**src/design/assert_macros.svh**
```systemverilog
// ----------------------------------------------------------------------------
// Assertion macros
// Concurrent assertion wrappers clocked on clk and disabled while arst_n is low.
// ----------------------------------------------------------------------------
`ifndef ASSERT_MACROS_SVH
`define ASSERT_MACROS_SVH

`ifndef NO_ASSERTIONS

`define ASSERT_ALWAYS(lbl, prop, msg) \
	lbl: assert property (@(posedge clk) disable iff (!arst_n) prop) else $error(msg);

`define ASSERT_NEVER(lbl, expr, msg) \
	lbl: assert property (@(posedge clk) disable iff (!arst_n) !(expr)) else $error(msg);

`else

`define ASSERT_ALWAYS(lbl, prop, msg)

`define ASSERT_NEVER(lbl, expr, msg)

`endif

`endif

```
**src/design/dmbm_outbuf.sv**
```systemverilog
// ----------------------------------------------------------------------------
// dmbm_outbuf
// Two-entry result queue that decouples the sum pipeline from the output.
// ----------------------------------------------------------------------------
module dmbm_outbuf #(
	parameter int WIDTH = 48
) (
	input  logic             clk,
	input  logic             arst_n,
	input  logic             push,
	input  logic [WIDTH-1:0] push_data,
	output logic             valid,
	input  logic             ready,
	output logic [WIDTH-1:0] data,
	output logic [1:0]       level
);

	logic [WIDTH-1:0] slot_q [2];
	logic             wr_ptr_q;
	logic             rd_ptr_q;
	logic [1:0]       level_q;
	logic             pop;

	assign valid = level_q != 2'd0;
	assign pop   = valid && ready;
	assign data  = slot_q[rd_ptr_q];
	assign level = level_q;

	always_ff @(posedge clk) begin
		if (push) begin
			slot_q[wr_ptr_q] <= push_data;
		end
	end

	always_ff @(posedge clk or negedge arst_n) begin
		if (!arst_n) begin
			wr_ptr_q <= 1'b0;
			rd_ptr_q <= 1'b0;
			level_q  <= 2'd0;
		end else begin
			if (push) begin
				wr_ptr_q <= ~wr_ptr_q;
			end
			if (pop) begin
				rd_ptr_q <= ~rd_ptr_q;
			end
			level_q <= level_q + 2'(push) - 2'(pop);
		end
	end

endmodule

```
**config.mk**
```make
export PLATFORM = sky130hd
export DESIGN_NAME = dmbm_outbuf
export DESIGN_NICKNAME = d
export VERILOG_FILES = /design/src/design/assert_macros.svh /design/src/design/dmbm_outbuf.sv
export SDC_FILE = /design/constraint.sdc
export NUM_CORES = 1
export LEC_CHECK = 0
export ABC_CLOCK_PERIOD_IN_PS = 7670
export BUFFER_PORTS_ARGS = -buffer_cell sky130_fd_sc_hd__buf_2
export CORE_AREA = 2 2 66 114
export DETAILED_ROUTE_END_ITERATION = 8
export DIE_AREA = 0 0 68 116
export HOLD_SLACK_MARGIN = 0.08
export PLACE_DENSITY = 0.86
export SETUP_SLACK_MARGIN = 0.05
export SYNTH_ARGS = -nofsm -noshare
export SYNTH_HDL_FRONTEND = slang
export SYNTH_SLANG_ARGS = --single-unit
```
**constraint.sdc**
```tcl
create_clock -name clk -period 7.67 [get_ports clk]
set_input_delay 1.1505 -clock clk [delete_from_list [all_inputs] [get_ports clk]]
set_output_delay 1.1505 -clock clk [all_outputs]
set_load 0.01 [all_outputs]
```
# After elaboration in Yosys (flattened, before gate mapping)
# Memories as Yosys holds them, arrays and structs flattened.
# Cells that the tools add are included.
# word_totals
in_bits,52
n_memories,1
ff_bits,4
elab_cells,12
ramBits,96
# memory_table
memory,depth,word_bits,rd,rd_clocked_by_memory_dff,write_ports,line,source
slot_q,2,48,1,0,1,dmbm_outbuf.sv:18,logic [WIDTH-1:0] slot_q [2];
# op_classes
mux,2
add_sub_neg,2
reduce_logical,2
bitwise,2
# op_table
operator,n
2-bit by 1-bit adder with 2-bit output,1
1-bit two-way mux,2
1-bit NOT,2
2-bit nonzero test,1
2-bit by 1-bit subtractor with 2-bit output,1
1-bit logical AND,1

# Depth between registers and ports, before layout
# Gate-level depths: netlist of the first run.
# logic_depth
depth_word,3
mapped_depth,6
depth_no_buf,6

# Worst setup path before layout of the first run
# OpenSTA, ideal clock, no wires.
# synth_path
path_type,input to register
start,in push
end,"mem slot_q[0][0], enable pin"
cell_stages,1
setup_slack_ns,3.929
n_path_buf,0
setup_ns,0.459
arrival_ns,3.282
path_cell_list,nor2b_1
# synth_between
elab_chain_cells,2
# synth_rtl
item,line,source
"start, declared",dmbm_outbuf.sv:10,"input logic push,"
1-bit two-way mux,dmbm_outbuf.sv:30,if (push) begin
1-bit two-way mux (not written as such),dmbm_outbuf.sv:31,slot_q[wr_ptr_q] <= push_data;
"end, declared",dmbm_outbuf.sv:18,
# Every way passes these cells.

# Worst setup path after layout of the first run
# layout_path
start,reg rd_ptr_q
end,out data[0]
# layout_between
elab_chain_cells,1
# layout_rtl
item,line,source
"start, declared",dmbm_outbuf.sv:20,logic rd_ptr_q;
"start signal, assigned",dmbm_outbuf.sv:45,rd_ptr_q <= ~rd_ptr_q;
memory 2 x 48 bit,--,
"end, declared",dmbm_outbuf.sv:14,"output logic [WIDTH-1:0] data,"
# Every way passes these cells.

==> results.json, run 1 <==
{
  "cts_buffer_depth": 2,
  "drt_iter0_markers": 164,
  "cts_tree": "yes",
  "worstReg2RegEnd": "slot_q[1][8]",
  "grt_max_degree": 50,
  "p_leak_nw": 1.77,
  "drive_gt1_frac": 0.599,
  "io_pins": 103,
  "arrival_ns": 2.09,
  "hp-class": "register to register",
  "synth_top_area_frac": 0.778,
  "setup-tns-final_ns": 0,
  "fin_hold_ws_ns": 0.539,
  "postRouteAntennaNets": 0,
  "grt_pass1_vias": 1851,
  "syn_area_um2": 3700,
  "layout_min_cycle_time_ns": 3.24,
  "fin_ws_ns": 4.43,
  "startpoint_type": "register",
  "status": "complete, no violations",
  "dr.pass1.iters": 4,
  "antenna_found_initial": 0,
  "fill_cells": 477,
  "die_w_um": 68,
  "nNetsFinal": 328,
  "cts-resized-gates": 0,
  "area_delta_synth_final_pct": 22.8,
  "total_power_w": 0.00164,
  "hold_path_depth": 1,
  "crit_type": "register to output pin",
  "skew_ns": 0.00587,
  "wl_um": 6100,
  "power_density_nw_per_um2": 361,
  "vias_per_cell": 5.02,
  "rsz0062_at_grt": "false",
  "rows": 40,
  "synth_top_area_cell": "edfxtp_1",
  "hold_end": "wr_ptr_q",
  "yosysMostFrequentCell": "edfxtp_1",
  "grt_pass1_wl_um": 8870,
  "cp-end-kind": "output pin",
  "cp.required_ns": 6.52,
  "multiInputGateArea_um2": 673,
  "gp_congestion": 0.752,
  "yosysUniqueCellTypes": 15,
  "cts_buffers": 9,
  "reg2reg_from": "wr_ptr_q",
  "reg2reg_depth": 1,
  "synthCells": 165,
  "cap_violations": 0,
  "hold_violations": 0,
  "max_slew_margin": 0.210,
  "ys.flop_type": "edfxtp_1",
  "die_y_um": 116,
  "seq_area_frac_synth": 0.805,
  "postSynthAreaPerCell_um2": 22.4,
  "r2r_slack_ns": 5.91,
  "grt_overflow_total": 0,
  "worstPathMaxFanout": 49,
  "start_util": 0.536,
  "async_reset_ff_frac": 0.0400,
  "dp.final_hpwl_um": 4010,
  "core_area_um2": 6910,
  "gr-usage-all-layers": 0.163,
  "root_buffer": "clkbuf_16",
  "fmax_mhz": 309,
  "min_from": "wr_ptr_q",
  "synth_common_cells": "edfxtp_1 (96), mux2_2 (38), mux2_4 (10)",
  "place_ws_ns": 4.74,
  "synth_edf_count": 96,
  "ys_seq_elements": 100,
  "h-tree-depth": 3,
  "ir_drop_mv": 0.255,
  "wl_per_cell_um": 16.8,
  "yosysWarnings": 0,
  "report.final.slew_viol_count": 0,
  "port_buffers": 102,
  "cts_setup_buffers": 0,
  "die-area_um2": 7890,
  "synth.area.top_cells": "edfxtp_1 (78%), mux2_2 (12%), mux2_4 (4.1%)",
  "n_antenna_cell": 0,
  "clock_sink_count": 100,
  "synth_nets": 219,
  "vias": 1821,
  "finalCritPeriodShare": 0.423,
  "setup_viol_count_final": 0,
  "clkLatencyLatePin_ns": 0.34,
  "clkTransAtPathRegs_ns": 0.06,
  "drc_errors": 0,
  "worst_pin_slew_ns": 1.19,
  "ff_latch_area_um2": 2980,
  "holdBufCountCts": 0
}
worst max-delay path by stage:
stage	startpoint	endpoint	cells after the start
after CTS	rd_ptr_q	data[38]	2
final	rd_ptr_q	data[0]	2
after global routing	rd_ptr_q	data[4]	2
after global placement	rd_ptr_q	data[38]	2
after floorplan	push	slot_q[0][0]	1
after detailed placement	rd_ptr_q	data[38]	2
through the flow:
stage,area (µm²),std cells,util
after detailed placement,4290,347,0.621
after floorplan,3700,165,-
after global placement,4290,347,0.621
after CTS,4550,363,0.658
after global routing,4550,363,0.658
final,4550,363,0.658
where the power goes:
group	internal [W]	switching (W)	leakage [nW]
clock	0.000216	0.000174	0.129
combinational	0.000237	0.000201	0.691
sequential	0.000728	0.0000836	0.947
total	0.00118	0.000459	1.77
worst max-delay path, cell delays in order (launching register included):
cell and delay [ns]:
dfrtp_2 1.13, mux2_2 0.43, buf_2 0.14
flip-flops by register name, indices dropped and copies added, names as in the netlist:
register / cells
level: 2
rd_ptr_q: 1
slot_q: 96
wr_ptr_q: 1
kinds of logic after synthesis:
kind of cell	count (synthesis)	share of synthesized area
XOR/XNOR	4	0.00946
adder cells (fa/ha/maj)	2	0.00676
flip-flops	100	0.805
buffers and inverters	7	0.0152
AO/OA/AOI/OAI	1	0.00203
AND/OR/NAND/NOR	3	0.00507
multiplexers	48	0.156
placed cells by master (no fill, tap or decap):
cell type / Yosys / layout
clkbuf_1: 0 / 1
ha_1: 2 / 2
xor2_1: 2 / 2
o21a_1: 1 / 1
dfrtp_2: 0 / 1
edfxtp_1: 96 / 96
and2_2: 0 / 1
or2_2: 1 / 1
inv_6: 0 / 1
clkinv_2: 0 / 2
clkbuf_16: 0 / 9
buf_2: 0 / 102
nor2b_4: 0 / 1
inv_1: 2 / 2
mux2_2: 38 / 38
xnor2_1: 2 / 2
dfrtp_1: 4 / 3
clkinv_1: 0 / 3
buf_4: 3 / 1
mux2_4: 10 / 10
final cells by class:
cell class              count  share of cell area
clock buffers              10              0.0504
clock inverters             6             0.00660
inverters                   2             0.00165
multi-input cells          58               0.148
flip-flops and latches    100               0.656
well taps                  84              0.0231
repair buffers            103               0.114
metal layers:
metal / vias to the layer above / GRT usage / routed length, µm
li1: 867 / - / -
met1: 885 / 0.164 / 2140
met2: 58 / 0.283 / 3510
met3: 11 / 0.0417 / 278
met4: 0 / 0.109 / 175
met5: - / 0 / 0
Power figures use the tool's default switching activity.
==> inputs of run 2 (changes only) <==
- ABC_CLOCK_PERIOD_IN_PS: 7670 -> 3200
- CORE_AREA: 2 2 66 114 -> 2 2 68 118
- DIE_AREA: 0 0 68 116 -> 0 0 70 120
- PLACE_DENSITY: 0.86 -> 0.81
- clock period: 7.67 -> 3.2 ns (I/O delays scaled with it)
==> results.json, run 2 (synthesis gave the netlist of run 1 again) <==
{
  "status": "complete, no violations",
  "drt_iter0_markers": 92,
  "dp.final_hpwl_um": 4420,
  "crit_type": "register to output pin",
  "post-route-util": 0.622,
  "skew_ns": 0.00509,
  "root_buffer": "clkbuf_16",
  "grt_pass1_vias": 1919,
  "layout_min_cycle_time_ns": 2.34,
  "setup-tns-final_ns": 0,
  "setup_viol_count_final": 0,
  "cp.required_ns": 2.72,
  "drc_errors": 0,
  "final_cell_mix": "buf_2 (102), edfxtp_1 (96), mux2_2 (38)",
  "area_delta_synth_final_pct": 25.3,
  "gp_congestion": 0.753,
  "final_common_cell": "buf_2",
  "worst_pin_slew_ns": 0.787,
  "die_y_um": 120,
  "rsz0062_at_grt": "false",
  "wl_per_cell_um": 16.9,
  "arrival_ns": 1.86,
  "grt_pass1_wl_um": 9300,
  "cts_tree": "yes",
  "r2r_slack_ns": 1.56,
  "grt_max_degree": 27,
  "clkTransAtPathRegs_ns": 0.06,
  "dr.pass1.iters": 4,
  "rows": 42,
  "clock_sink_count": 100,
  "cap_violations": 0,
  "report.final.slew_viol_count": 0,
  "max_slew_margin": 0.475,
  "hold_violations": 0,
  "cts_setup_buffers": 0,
  "antenna_found_initial": 3,
  "grt_overflow_total": 0,
  "ir_drop_mv": 0.530,
  "h-tree-depth": 3,
  "fmax_mhz": 427,
  "cp-end-kind": "output pin",
  "startpoint_type": "register",
  "drive_gt1_frac": 0.599,
  "largest_reg_flops": 96,
  "vias": 1877,
  "total_power_w": 0.00405,
  "start_util": 0.496,
  "cts-resized-gates": 0,
  "cts_buffers": 9,
  "port_buffers": 102,
  "clkLatencyLatePin_ns": 0.34,
  "wl_um": 6290,
  "postRouteAntennaNets": 0,
  "finalCritPeriodShare": 0.732,
  "core_area_um2": 7460,
  "nNetsFinal": 331,
  "worstPathMaxFanout": 26,
  "power_density_nw_per_um2": 872,
  "io_pins": 103,
  "p_leak_nw": 1.80,
  "cts_buffer_depth": 2,
  "gr-usage-all-layers": 0.157,
  "die_w_um": 70,
  "die-area_um2": 8400,
  "vias_per_cell": 5.06,
  "top_register": "slot_q",
  "hp-class": "primary input to register"
}
-- run 2: changes by cell type in the layout (fill, tap and decap cells not counted), sizes merged --
cell | previous run | this run
diode | 0 | 1
bufinv | 0 | 1
dlygate4sd3 | 0 | 1
inv | 3 | 2
clkbuf | 10 | 9
clkinvlp | 0 | 1
buf | 103 | 105
-- run 2: metal layers --
metal | vias to the layer above | routed length (µm) | global-route usage
met5 | - | 27 | 0
li1 | 877 | - | -
met3 | 21 | 378 | 0.0638
met2 | 69 | 3590 | 0.282
met4 | 4 | 248 | 0.113
met1 | 906 | 2040 | 0.135
-- run 2: through the flow --
| step | hold WS (ns) | cell area [µm²] | cells | setup WS [ns] |
|---|---|---|---|---|
| after floorplan | 0.184 | 3700 | 165 | 0.130 |
| after global routing | 0.311 | 4640 | 371 | 0.750 |
| after CTS | 0.312 | 4640 | 370 | 0.807 |
| after detailed placement | 0.290 | 4350 | 353 | 1.18 |
| after global placement | 0.286 | 4350 | 353 | 1.20 |
| final | 0.331 | 4640 | 371 | 0.859 |
-- run 2: what timing repair did --
item	CTS	global route
hold buffers	1	0
endpoints found under the setup margin	0	0
hold endpoints to repair	4	0
-- run 2: worst paths after layout --
path,startpoint,end,cells past startpoint
worst max-delay path,rd_ptr_q,data[15],3
worst min-delay path,push_data[11],slot_q[1][11],1
worst max register to register,wr_ptr_q,slot_q[0][17],2
worst min register to register,wr_ptr_q,wr_ptr_q,1
max in group asynchronous,arst_n,rd_ptr_q,2
min in group asynchronous,arst_n,level[0],2
-- run 2: power by group --
group	switching [W]	internal (W)
sequential	0.000139	0.00174
combinational	0.000552	0.000602
clock	0.000418	0.000593
total	0.00111	0.00294
-- run 2: cell type report --
class | count | area (µm²)
inverter | 2 | 7.51
fill | 584 | 2820
sequential | 100 | 2980
tap | 88 | 110
multi-input combinational | 58 | 673
clock inverter | 7 | 57.6
timing repair buffer | 106 | 581
antenna | 1 | 2.50
clock buffer | 9 | 225
-- run 2: critical path: stages, from the launching register on --
cell     delay (ns)
dfrtp_2        0.75
buf_12         0.27
mux2_2         0.36
buf_2          0.14
